**src/rtl/core/dav_pkg.sv**
```systemverilog
`timescale 1ns / 1ps

package dav_pkg;

  localparam int ANGLE_W    = 16;
  localparam int FRAC_BITS  = 8;
  localparam int SCALE_W    = 10;
  localparam int READ_W     = 18;
  localparam int WIN_W      = 5;
  localparam int CFG_IDX_W  = 3;
  localparam int CFG_DATA_W = 16;

  // Divisor and remainder hold up to one full turn, so one bit above the angle.
  localparam int DIVR_W = ANGLE_W + 1;
  // Every quotient the block needs (reading and average) fits in a reading.
  localparam int QUO_W  = READ_W;

  localparam logic [CFG_IDX_W-1:0] REG_START_ANGLE = 3'd0;
  localparam logic [CFG_IDX_W-1:0] REG_END_ANGLE   = 3'd1;
  localparam logic [CFG_IDX_W-1:0] REG_SCALE_MIN   = 3'd2;
  localparam logic [CFG_IDX_W-1:0] REG_SCALE_MAX   = 3'd3;
  localparam logic [CFG_IDX_W-1:0] REG_CALIBRATED  = 3'd4;
  localparam logic [CFG_IDX_W-1:0] REG_WINDOW_LEN  = 3'd5;

  localparam logic [WIN_W-1:0] WINDOW_RESET = 5'd8;

  typedef struct packed {
    logic              start;
    logic [DIVR_W-1:0] hi;
    logic [QUO_W-1:0]  lo;
    logic [DIVR_W-1:0] divisor;
  } div_req_t;

endpackage

```
**src/rtl/core/dav_ram.sv**
```systemverilog
`timescale 1ns / 1ps

module dav_ram #(
  parameter int WIDTH = 18,
  parameter int DEPTH = 16,
  parameter int AW    = (DEPTH > 1) ? $clog2(DEPTH) : 1
) (
  input  logic             clk,
  input  logic             we,
  input  logic [AW-1:0]    waddr,
  input  logic [WIDTH-1:0] wdata,
  input  logic [AW-1:0]    raddr,
  output logic [WIDTH-1:0] rdata
);

  logic [WIDTH-1:0] mem_r [0:DEPTH-1];

  always_ff @(posedge clk) begin
    if (we) begin
      mem_r[waddr] <= wdata;
    end
    rdata <= mem_r[raddr];
  end

endmodule

```
**src/rtl/core/dav_div.sv**
```systemverilog
`timescale 1ns / 1ps

module dav_div (
  input  logic                       clk,
  input  logic                       rst_n,
  input  dav_pkg::div_req_t          req,
  output logic                       done,
  output logic [dav_pkg::QUO_W-1:0]  quotient,
  output logic [dav_pkg::DIVR_W-1:0] remainder
);

  import dav_pkg::*;

  localparam int STEP_W = $clog2(QUO_W);

  logic [DIVR_W-1:0] rem_r;
  logic [QUO_W-1:0]  quo_r;
  logic [DIVR_W-1:0] div_r;
  logic [STEP_W-1:0] step_r;
  logic              busy_r;
  logic              done_r;

  logic [DIVR_W:0]   trial;
  logic              fits;
  logic [DIVR_W:0]   rem_nxt;

  // One restoring step: bring down the next dividend bit and try the divisor.
  always_comb begin
    trial   = {rem_r, quo_r[QUO_W-1]};
    fits    = trial >= {1'b0, div_r};
    rem_nxt = fits ? (trial - {1'b0, div_r}) : trial;
  end

  always_ff @(posedge clk) begin
    if (!rst_n) begin
      busy_r <= 1'b0;
      done_r <= 1'b0;
      step_r <= '0;
    end else begin
      done_r <= 1'b0;
      if (req.start) begin
        busy_r <= 1'b1;
        step_r <= '0;
      end else if (busy_r) begin
        step_r <= step_r + 1'b1;
        if (step_r == STEP_W'(QUO_W - 1)) begin
          busy_r <= 1'b0;
          done_r <= 1'b1;
        end
      end
    end
  end

  // The upper dividend part is always below the divisor, so QUO_W steps suffice.
  always_ff @(posedge clk) begin
    if (req.start) begin
      rem_r <= req.hi;
      quo_r <= req.lo;
      div_r <= req.divisor;
    end else if (busy_r) begin
      rem_r <= rem_nxt[DIVR_W-1:0];
      quo_r <= {quo_r[QUO_W-2:0], fits};
    end
  end

  assign done      = done_r;
  assign quotient  = quo_r;
  assign remainder = rem_r;

endmodule

```
**src/rtl/core/dial_angle_to_value_smoother.sv**
```systemverilog
`timescale 1ns / 1ps

// Channel  Direction  Handshake              Payload
// in       input      in_valid / in_ready    in_needle_angle, in_angle_present
// out      output     out_valid / out_ready  out_reading, out_reading_valid,
//                                            out_smoothed, out_smoothed_valid
// cfg      input      cfg_valid / cfg_ready  cfg_index, cfg_data
//
// A word with a reading inside the arc runs the divider for the reading; a full-scale
// reading skips that division, and the average division is skipped with an empty history.
// The shared divider makes one quotient bit per cycle and is run at most once for the
// reading and once for the average.
// Reset is synchronous and active low; the history memory is not cleared.
// One result waits in the output register; a second one holds the input off.

module dial_angle_to_value_smoother #(
  parameter int HISTORY_DEPTH = 16
) (
  input  logic                           clk,
  input  logic                           rst_n,
  input  logic                           in_valid,
  output logic                           in_ready,
  input  logic [dav_pkg::ANGLE_W-1:0]    in_needle_angle,
  input  logic                           in_angle_present,
  output logic                           out_valid,
  input  logic                           out_ready,
  output logic [dav_pkg::READ_W-1:0]     out_reading,
  output logic                           out_reading_valid,
  output logic [dav_pkg::READ_W-1:0]     out_smoothed,
  output logic                           out_smoothed_valid,
  input  logic                           cfg_valid,
  output logic                           cfg_ready,
  input  logic [dav_pkg::CFG_IDX_W-1:0]  cfg_index,
  input  logic [dav_pkg::CFG_DATA_W-1:0] cfg_data
);

  import dav_pkg::*;

  localparam int PTR_W = (HISTORY_DEPTH > 1) ? $clog2(HISTORY_DEPTH) : 1;
  localparam int CNT_W = $clog2(HISTORY_DEPTH + 1);
  localparam int SUM_W = READ_W + CNT_W;
  localparam int PROD_W = ANGLE_W + SCALE_W;
  localparam int NUM_W  = PROD_W + FRAC_BITS;

  localparam logic [2:0] S_IDLE   = 3'd0;
  localparam logic [2:0] S_MAP    = 3'd1;
  localparam logic [2:0] S_RDIV   = 3'd2;
  localparam logic [2:0] S_PUSH   = 3'd3;
  localparam logic [2:0] S_ASTART = 3'd4;
  localparam logic [2:0] S_ADIV   = 3'd5;
  localparam logic [2:0] S_OUT    = 3'd6;

  logic [2:0]         state_r;

  logic [ANGLE_W-1:0] start_r;
  logic [ANGLE_W-1:0] end_r;
  logic [SCALE_W-1:0] min_r;
  logic [SCALE_W-1:0] max_r;
  logic               cal_r;
  logic [WIN_W-1:0]   window_r;

  logic [ANGLE_W-1:0] needle_r;
  logic               present_r;
  logic               rising_r;
  logic [READ_W-1:0]  reading_r;
  logic               rvalid_r;
  logic [READ_W-1:0]  smooth_r;
  logic               svalid_r;

  logic [PTR_W-1:0]   wp_r;
  logic [CNT_W-1:0]   cnt_r;
  logic [SUM_W-1:0]   sum_r;

  logic               out_valid_r;
  logic [READ_W-1:0]  out_reading_r;
  logic               out_rvalid_r;
  logic [READ_W-1:0]  out_smooth_r;
  logic               out_svalid_r;

  logic [CNT_W-1:0]   w_eff;
  logic [ANGLE_W-1:0] off;
  logic [ANGLE_W-1:0] arc_raw;
  logic [DIVR_W-1:0]  arc;
  logic               in_arc;
  logic               rising;
  logic [SCALE_W-1:0] diff;
  logic [PROD_W-1:0]  prod;
  logic [NUM_W-1:0]   num;
  logic               go_div;
  logic               full_scale;
  logic [READ_W-1:0]  base;
  logic [READ_W-1:0]  mapped;
  logic               full;
  logic [SUM_W-1:0]   sum_nxt;
  logic [CNT_W-1:0]   wp_inc;
  logic               win_write;

  div_req_t           div_req;
  logic               div_done;
  logic [QUO_W-1:0]   div_quo;
  logic [DIVR_W-1:0]  div_rem;
  logic [READ_W-1:0]  ring_rdata;

  always_comb begin
    if (window_r == '0) begin
      w_eff = CNT_W'(1);
    end else if (int'(window_r) > HISTORY_DEPTH) begin
      w_eff = CNT_W'(HISTORY_DEPTH);
    end else begin
      w_eff = CNT_W'(window_r);
    end
  end

  // Mapping of the needle onto the arc; an equal start and end is a full turn.
  always_comb begin
    off        = needle_r - start_r;
    arc_raw    = end_r - start_r;
    arc        = (arc_raw == '0) ? {1'b1, ANGLE_W'(0)} : {1'b0, arc_raw};
    in_arc     = {1'b0, off} <= arc;
    rising     = max_r >= min_r;
    diff       = rising ? (max_r - min_r) : (min_r - max_r);
    prod       = PROD_W'(off) * PROD_W'(diff);
    num        = NUM_W'(prod) << FRAC_BITS;
    go_div     = cal_r && present_r && in_arc;
    full_scale = cal_r && present_r && !in_arc && (end_r > start_r);
    base       = READ_W'(min_r) << FRAC_BITS;
  end

  // A falling scale rounds the subtracted part up, so the reading is still floored.
  always_comb begin
    if (rising_r) begin
      mapped = base + div_quo;
    end else begin
      mapped = base - div_quo - READ_W'(div_rem != '0);
    end
  end

  always_comb begin
    full    = cnt_r >= w_eff;
    sum_nxt = full ? (sum_r - SUM_W'(ring_rdata) + SUM_W'(reading_r))
                   : (sum_r + SUM_W'(reading_r));
    wp_inc  = CNT_W'(wp_r) + CNT_W'(1);
  end

  always_comb begin
    div_req.start   = 1'b0;
    div_req.hi      = DIVR_W'(num[NUM_W-1:QUO_W]);
    div_req.lo      = num[QUO_W-1:0];
    div_req.divisor = arc;
    if (state_r == S_MAP) begin
      div_req.start = go_div;
    end else if (state_r == S_ASTART) begin
      div_req.start   = cnt_r != '0;
      div_req.hi      = DIVR_W'(sum_r[SUM_W-1:READ_W]);
      div_req.lo      = sum_r[READ_W-1:0];
      div_req.divisor = DIVR_W'(cnt_r);
    end
  end

  assign win_write = cfg_valid && cfg_ready && (cfg_index == REG_WINDOW_LEN);

  always_ff @(posedge clk) begin
    if (!rst_n) begin
      start_r  <= '0;
      end_r    <= '0;
      min_r    <= '0;
      max_r    <= '0;
      cal_r    <= 1'b0;
      window_r <= WINDOW_RESET;
    end else if (cfg_valid && cfg_ready) begin
      case (cfg_index)
        REG_START_ANGLE: start_r  <= cfg_data[ANGLE_W-1:0];
        REG_END_ANGLE:   end_r    <= cfg_data[ANGLE_W-1:0];
        REG_SCALE_MIN:   min_r    <= cfg_data[SCALE_W-1:0];
        REG_SCALE_MAX:   max_r    <= cfg_data[SCALE_W-1:0];
        REG_CALIBRATED:  cal_r    <= cfg_data[0];
        REG_WINDOW_LEN:  window_r <= cfg_data[WIN_W-1:0];
        default: ;
      endcase
    end
  end

  always_ff @(posedge clk) begin
    if (!rst_n) begin
      state_r     <= S_IDLE;
      wp_r        <= '0;
      cnt_r       <= '0;
      sum_r       <= '0;
      out_valid_r <= 1'b0;
    end else begin
      if (out_valid_r && out_ready) begin
        out_valid_r <= 1'b0;
      end
      case (state_r)
        S_IDLE: begin
          if (in_valid) begin
            state_r <= S_MAP;
          end
        end
        S_MAP: begin
          if (go_div) begin
            state_r <= S_RDIV;
          end else if (full_scale) begin
            state_r <= S_PUSH;
          end else begin
            state_r <= S_ASTART;
          end
        end
        S_RDIV: begin
          if (div_done) begin
            state_r <= S_PUSH;
          end
        end
        S_PUSH: begin
          if (!full) begin
            cnt_r <= cnt_r + 1'b1;
          end
          sum_r   <= sum_nxt;
          wp_r    <= (wp_inc >= w_eff) ? '0 : PTR_W'(wp_inc);
          state_r <= S_ASTART;
        end
        S_ASTART: begin
          state_r <= (cnt_r == '0) ? S_OUT : S_ADIV;
        end
        S_ADIV: begin
          if (div_done) begin
            state_r <= S_OUT;
          end
        end
        S_OUT: begin
          if (!out_valid_r || out_ready) begin
            out_valid_r <= 1'b1;
            state_r     <= S_IDLE;
          end
        end
        default: state_r <= S_IDLE;
      endcase
      // Changing the window restarts the history.
      if (win_write) begin
        wp_r  <= '0;
        cnt_r <= '0;
        sum_r <= '0;
      end
    end
  end

  always_ff @(posedge clk) begin
    if (state_r == S_IDLE && in_valid) begin
      needle_r  <= in_needle_angle;
      present_r <= in_angle_present;
    end
    if (state_r == S_MAP) begin
      rising_r  <= rising;
      rvalid_r  <= go_div || full_scale;
      reading_r <= full_scale ? (READ_W'(max_r) << FRAC_BITS) : '0;
    end
    if (state_r == S_RDIV && div_done) begin
      reading_r <= mapped;
    end
    if (state_r == S_ASTART) begin
      smooth_r <= '0;
      svalid_r <= cnt_r != '0;
    end
    if (state_r == S_ADIV && div_done) begin
      smooth_r <= div_quo;
    end
    if (state_r == S_OUT && (!out_valid_r || out_ready)) begin
      out_reading_r <= reading_r;
      out_rvalid_r  <= rvalid_r;
      out_smooth_r  <= smooth_r;
      out_svalid_r  <= svalid_r;
    end
  end

  dav_div u_div (
    .clk       (clk),
    .rst_n     (rst_n),
    .req       (div_req),
    .done      (div_done),
    .quotient  (div_quo),
    .remainder (div_rem)
  );

  // The read port follows the write pointer, so the entry to be replaced is
  // already on the read data when the new reading is written.
  dav_ram #(
    .WIDTH (READ_W),
    .DEPTH (HISTORY_DEPTH)
  ) u_ring (
    .clk   (clk),
    .we    (state_r == S_PUSH && !win_write),
    .waddr (wp_r),
    .wdata (reading_r),
    .raddr (wp_r),
    .rdata (ring_rdata)
  );

  assign in_ready           = state_r == S_IDLE;
  assign cfg_ready          = 1'b1;
  assign out_valid          = out_valid_r;
  assign out_reading        = out_reading_r;
  assign out_reading_valid  = out_rvalid_r;
  assign out_smoothed       = out_smooth_r;
  assign out_smoothed_valid = out_svalid_r;

  a_count_in_window: assert property (@(posedge clk) disable iff (!rst_n)
    cnt_r <= w_eff)
    else $error("stored count exceeds the averaging window");

  a_pointer_in_window: assert property (@(posedge clk) disable iff (!rst_n)
    CNT_W'(wp_r) < w_eff)
    else $error("write pointer outside the averaging window");

  a_empty_sum_zero: assert property (@(posedge clk) disable iff (!rst_n)
    (cnt_r == '0) |-> (sum_r == '0))
    else $error("running sum nonzero with empty history");

  a_done_expected: assert property (@(posedge clk) disable iff (!rst_n)
    div_done |-> (state_r == S_RDIV || state_r == S_ADIV))
    else $error("divider finished while no division was awaited");

  a_start_when_idle: assert property (@(posedge clk) disable iff (!rst_n)
    div_req.start |=> !div_done)
    else $error("divider finished right after a start");

endmodule
```
**config.mk**
```make
export PLATFORM = sky130hd
export DESIGN_NAME = dial_angle_to_value_smoother
export DESIGN_NICKNAME = d
export VERILOG_FILES = /design/src/rtl/core/dav_pkg.sv /design/src/rtl/core/dav_ram.sv /design/src/rtl/core/dav_div.sv /design/src/rtl/core/dial_angle_to_value_smoother.sv
export SDC_FILE = /design/constraint.sdc
export NUM_CORES = 1
export LEC_CHECK = 0
export BUFFER_PORTS_ARGS = -buffer_cell sky130_fd_sc_hd__buf_2
export CAP_MARGIN = 40
export CORE_MARGIN = 1.5
export CORE_UTILIZATION = 40
export CTS_BUF_LIST = sky130_fd_sc_hd__clkbuf_8
export CTS_CLUSTER_SIZE = 16
export DETAILED_ROUTE_END_ITERATION = 6
export GPL_ROUTABILITY_DRIVEN = 0
export PLACE_DENSITY = 0.55
export SYNTH_ARGS = -nofsm -noshare
export SYNTH_HDL_FRONTEND = slang
export SYNTH_SLANG_ARGS = --single-unit
```
**constraint.sdc**
```tcl
create_clock -name clk -period 20.7 [get_ports clk]
set_clock_uncertainty 0.2 [all_clocks]
set_input_delay 4.14 -clock clk [delete_from_list [all_inputs] [get_ports clk]]
set_output_delay 4.14 -clock clk [all_outputs]
set_load 0.01 [all_outputs]
```
Yosys cells after proc, flatten, opt, wreduce, memory -nomap -nowiden. Memory sizes are Yosys's and may differ from the RTL's. A register that Yosys moved wholly into a read port is not among the register bits. Cells that the tools add are included.

Register bits: 247. Memories kept: 1. Logic and storage cells: 144. Output and inout port bits: 41. Input port bits: 41. Memory bits (writable): 288.

Reductions and logical operators: 37. Order comparisons: 7. Eq/ne operators: 16. Add/subtract/negate cells: 14. Bitwise gates (word level): 3. Multiply operators: 1. Muxes and demuxes: 37.

Memories: u_ring.mem_r (depth 16, bits a word 18, read ports 1, clocked after memory_dff 1, write ports 1, RTL line dav_ram.sv:16) `logic [WIDTH-1:0] mem_r [0:DEPTH-1];`.

Operators by type and width (number): $mux W18 (8); $mux W17 (4); $mux W53 (1); $mux W52 (1); $add A23 B18 Y23 (2); $sub A16 B16 Y16 (2); $mul A16 B10 Y26 (1); $mux W23 (1); $sub A23 B18 Y23 (1); $pmux W3 S7 (1); $sub A10 B10 Y10 (2); $add A18 B18 Y18 (1); $ge A18 B17 Y1 (1); $mux W3 (6); $sub A18 B1 Y18 (1); $sub A18 B18 Y18 (1); $le A16 B17 Y1 (1); $reduce_bool A17 Y1 (1); $sub A17 B17 Y17 (1); $gt A16 B16 Y1 (1); $logic_not A16 Y1 (1); $eq A3 B3 Y1 const B (5); $reduce_and A2 Y1 (7); $eq A3 B2 Y1 const B (4); other kinds (25) (60).

Longest topological paths before layout.
Depth in word-level cells: 10. Depth in mapped cells: 34. Mapped depth without buffers: 33.

Modules after synthesis. A second synthesis with hierarchy kept.

Cell total of the unflattened synthesis: 3028. Area, all modules: 33838.7 sq um.

By module, submodules not included: dial_angle_to_value_smoother (seq. area each 4704.5 sq um, instances 1, cells an instance 2235, area an instance 19137.1 sq um); dav_ram (seq. area each 9008.6 sq um, instances 1, cells an instance 482, area an instance 11322.1 sq um); dav_div (seq. area each 1701.6 sq um, instances 1, cells an instance 311, area an instance 3379.5 sq um).

Worst setup path before layout. OpenSTA, ideal clock, no wires.

Kind: flip-flop to flip-flop. From: register min_r[7]. To: register u_div.rem_r[14] (netlist: u_div.remainder[14]), data pin. Setup time: 262 ps. Stages on the path, launching flop included: 31. Setup slack: 12705 ps. Path buffers: 2. Period minus slack after synthesis: 7995 ps. Required time: 20238 ps. Data arrival time: 7533 ps. Path through: dfxtp_1 > inv_1 > ha_1 > clkbuf_1 > o2111a_1 > o31ai_2 > a31oi_1 > mux2_2 > or3_1 > o211ai_1 > nand4_1 > buf_2 > or2_1 > fa_1 > fa_1 > inv_1 > fa_1 > fa_1 > inv_1 > fa_1 > inv_1 > ha_1 > nand4_1 > nor2_1 > a21oi_1 > a211oi_1 > a311oi_1 > o31ai_1 > a21oi_1 > xor2_1 > o22ai_1.

Cells in the longest elaborated chain, start to end: 6. Elaborated cells on any way between the ends: 8. Classes of those cells: add/sub (2); mul (1); order compare (1); mux (4).

Ends and longest elaborated chain: start, declared (RTL line dial_angle_to_value_smoother.sv:57) `logic [SCALE_W-1:0] min_r;`; start signal, assigned (RTL line dial_angle_to_value_smoother.sv:174) `REG_SCALE_MIN: min_r <= cfg_data[SCALE_W-1:0];`; $sub A10 B10 Y10 or $ge A10 B10 Y1 (tied branches) (RTL line dial_angle_to_value_smoother.sv:121, dial_angle_to_value_smoother.sv:120); $mux W10 (*) (RTL line dial_angle_to_value_smoother.sv:121) `diff = rising ? (max_r - min_r) : (min_r - max_r);`; $mul A16 B10 Y26 (*) (RTL line dial_angle_to_value_smoother.sv:122) `prod = PROD_W'(off) * PROD_W'(diff);`; $mux W53 (RTL line dial_angle_to_value_smoother.sv:152) `end else if (state_r == S_ASTART) begin`; $mux W52 (*) (RTL line dial_angle_to_value_smoother.sv:150) `if (state_r == S_MAP) begin`; $mux W17 (*) (RTL line dav_div.sv:56) `if (req.start) begin`; end signal, assigned (RTL line dav_div.sv:57) `rem_r <= req.hi;`; end signal, assigned (RTL line dav_div.sv:61) `rem_r <= rem_nxt[DIVR_W-1:0];`; end, declared (RTL line dav_div.sv:16) `logic [DIVR_W-1:0] rem_r;`.

Every way passes the cells marked *; elsewhere a longest branch is shown, timed or not. A chain may end at the register's enable or synchronous reset.

Final worst setup path.
From: register min_r[0]. To: register u_div.rem_r[14] (netlist: u_div.remainder[14]), data pin.

The elaborated chain is that of the path after synthesis.

==> results.toml <==
[run_status]
outcome = "complete, no violations"

[route]
ant_nets = 0
postRouteWirelength_mm = 89.2
first_iter_violations = 1692
drcViolationCount = 0
first_pass_iters = 5
via_per_inst = 5.43
via_count = 23300
wire_per_inst_um = 20.8

[global_routing]
grt_max_degree = 68
overflow = 0
grt_use_total_pct = 20.8
grt_pass1_wl_mm = 137
grt_pass1_vias = 23900
antenna_found_initial = 2

[min_path]
min-delay-path-class = "reg -> reg"

[synthesis]
synth_top_area_share_pct = 38.6
syn_area_mm2 = 0.0338
synth_nets = 3409
yosys_warnings = 0
ys_types = 88
yosysSeqAreaShare_pct = 45.7
synthArstFlopShare_pct = 0
synthCells = 2990
synth_area_leader_cell = "edfxtp_1"
synth_area_per_cell_um2 = 11.3
synthTopCellsByArea = "edfxtp_1 39%, ha_1 9.0%, fa_1 8.0%"
ys.flop_type = "edfxtp_1"
ys_ff_latch = 553
synth_edf_count = 434

[setup_path]
startpoint_type = "flop"
path_max_fanout = 17
end_kind = "flop"
path_buf_inv = 5
timing.critical_path.slowest_stage_cell = "nand4_1"
cp_top_family = "adder cells"
critPathMaxStageDelay_ns = 0.63
cp_common_cell = "fa_1"
arrival_ns = 9.57
required_ns = 20.88
crit_type = "reg -> reg"

[floorplanning]
rows = 106
die_x_um = 294
dieArea_mm2 = 0.0861
io_pins = 82
start_util_pct = 40.4
core_area_mm2 = 0.0836
die_y_um = 294

[sta]
fmax_ghz = 0.107
period_needed_ns = 9.39
slew_viol_final = 0
tightest_slew_ns = 0.944
setup_ws_ns = 11.31
max_slew_margin_pct = 36.6
rsz0062_at_grt = "no"
fin_tns_setup_ns = 0
final-setup-viol-count = 0
period_share_pct = 45.3
finalHoldViolCount = 0
whs_ns = 0.218

[clock_network]
cts_max_level = 3
clock_path_buffers = 3
cts_made_buffers = 94
post-cts-setup-buffers = 0
cts_sinks = 553
cts-resized-gates = 0
holdBufCountCts = 0
clk_latency_ns = 0.70
path_clk_slew_ns = 0.06
cts_tree = "done"
root_buffer = "clkbuf_8"

[finish]
layout-drive-gt1-share_pct = 13.0
layout_commonest_cell = "edfxtp_1"
area_growth_syn_to_layout_pct = 11.6
final_cell_mix = "434 x edfxtp_1, 373 x inv_1, 282 x nand2_1, 243 x ha_1, 225 x nor2_1"
finalNetCount = 3540
fin_area_mm2 = 0.0377

[pwr]
ir_drop_v = 0.000104
cellPowerDensity_mw_per_mm2 = 110
total_power_uw = 4130
leakagePower_uw = 0.0149

[run]
drv_cap = 0

[placed_design]
dp_hpwl_mm = 64.4
placed_cell_area_mm2 = 0.0357
preCtsSetupSlack_ns = 11.44
portBuffers = 80
-- cell families after synthesis --
kind of cell	count (synthesis)	share of synthesized area, %
buffers and inverters	438	4.96
AOI/OAI and AO/OA	524	10.1
muxes	150	7.84
xor gates and xnor gates	119	3.13
adders and majority gates	378	17.0
DFF	553	45.7
and+or+nand+nor	827	11.3
other	1	0.0111
-- final cells by class --
type                       instances  area, um^2
timing repair buffer             133         886
fill                            7758       45900
multi-input combinational       1999       16800
clock inverter                    64         453
clock buffer                     107        1470
sequential                       553       15400
tap                             1080        1350
inverter                         340        1280
antenna                            9        22.5
-- state kept, by name (all words and copies together) (netlist names), 17 cells and up --
name,flops
u_div.remainder,17
smooth_r,18
u_ring.rdata,18
out_reading,18
u_div.quotient,18
u_div.div_r,17
u_ring.mem_r,288
reading_r,18
out_smoothed,18
sum_r,23
-- through the flow --
stage | instances | util [%]
2_1_floorplan | 2990 | -
3_3_place_gp | 4087 | 42.5
3_5_place_dp | 4102 | 42.7
4_1_cts | 4273 | 45.0
5_1_grt | 4281 | 45.1
6_report | 4285 | 45.1
-- worst register-to-register path: cells and delay by family (launching register included) --
kind                     cells  cell delay (ns)
XOR/XNOR                     1             0.13
multiplexers                 1             0.38
flip-flops                   1             0.39
AND/OR/NAND/NOR              6             1.84
buffers and inverters        5             0.49
AO/OA/AOI/OAI               10             2.16
adder cells (fa/ha/maj)      7             3.50
-- path summary, 6_finish.rpt --
kind | from | end | slack (ns) | cells after the start
hold / removal | smooth_r[6]$_SDFFCE_PN0P_ | out_smoothed[6]$_DFFE_PP_ | 0.22 | 0
setup / recovery | min_r[0]$_SDFFE_PN0P_ | u_div.remainder[14]$_DFFE_PP_ | 11.31 | 30
setup reg to reg | min_r[0]$_SDFFE_PN0P_ | u_div.remainder[14]$_DFFE_PP_ | 11.31 | 30
hold reg to reg | smooth_r[6]$_SDFFCE_PN0P_ | out_smoothed[6]$_DFFE_PP_ | 0.22 | 0
-- cell usage after synthesis (32+ instances only) --
cell type  count
inv_1        340
mux4_2        90
nand2_1      282
o21ai_0       87
nand2b_1      53
fa_1         135
xor2_1        44
edfxtp_1     434
mux2i_1       46
a21o_1        32
dfxtp_1      119
nor3_1        66
ha_1         243
clkbuf_1      76
xnor2_1       73
nor2_1       237
a21oi_1      173
-- per-layer routing --
metal	up-vias	GRT usage, %	wire length, um
met5	-	0	0
met4	0	6.55	2290
met3	140	4.04	5940
met2	712	31.6	39000
met1	11500	30.0	42000
li1	10900	-	-
-- report_power, final --
group | internal (uW) | switching, uW
registers | 1260 | 55.5
clock network | 532 | 466
logic | 720 | 1100
(Power assumes the default switching activity.)
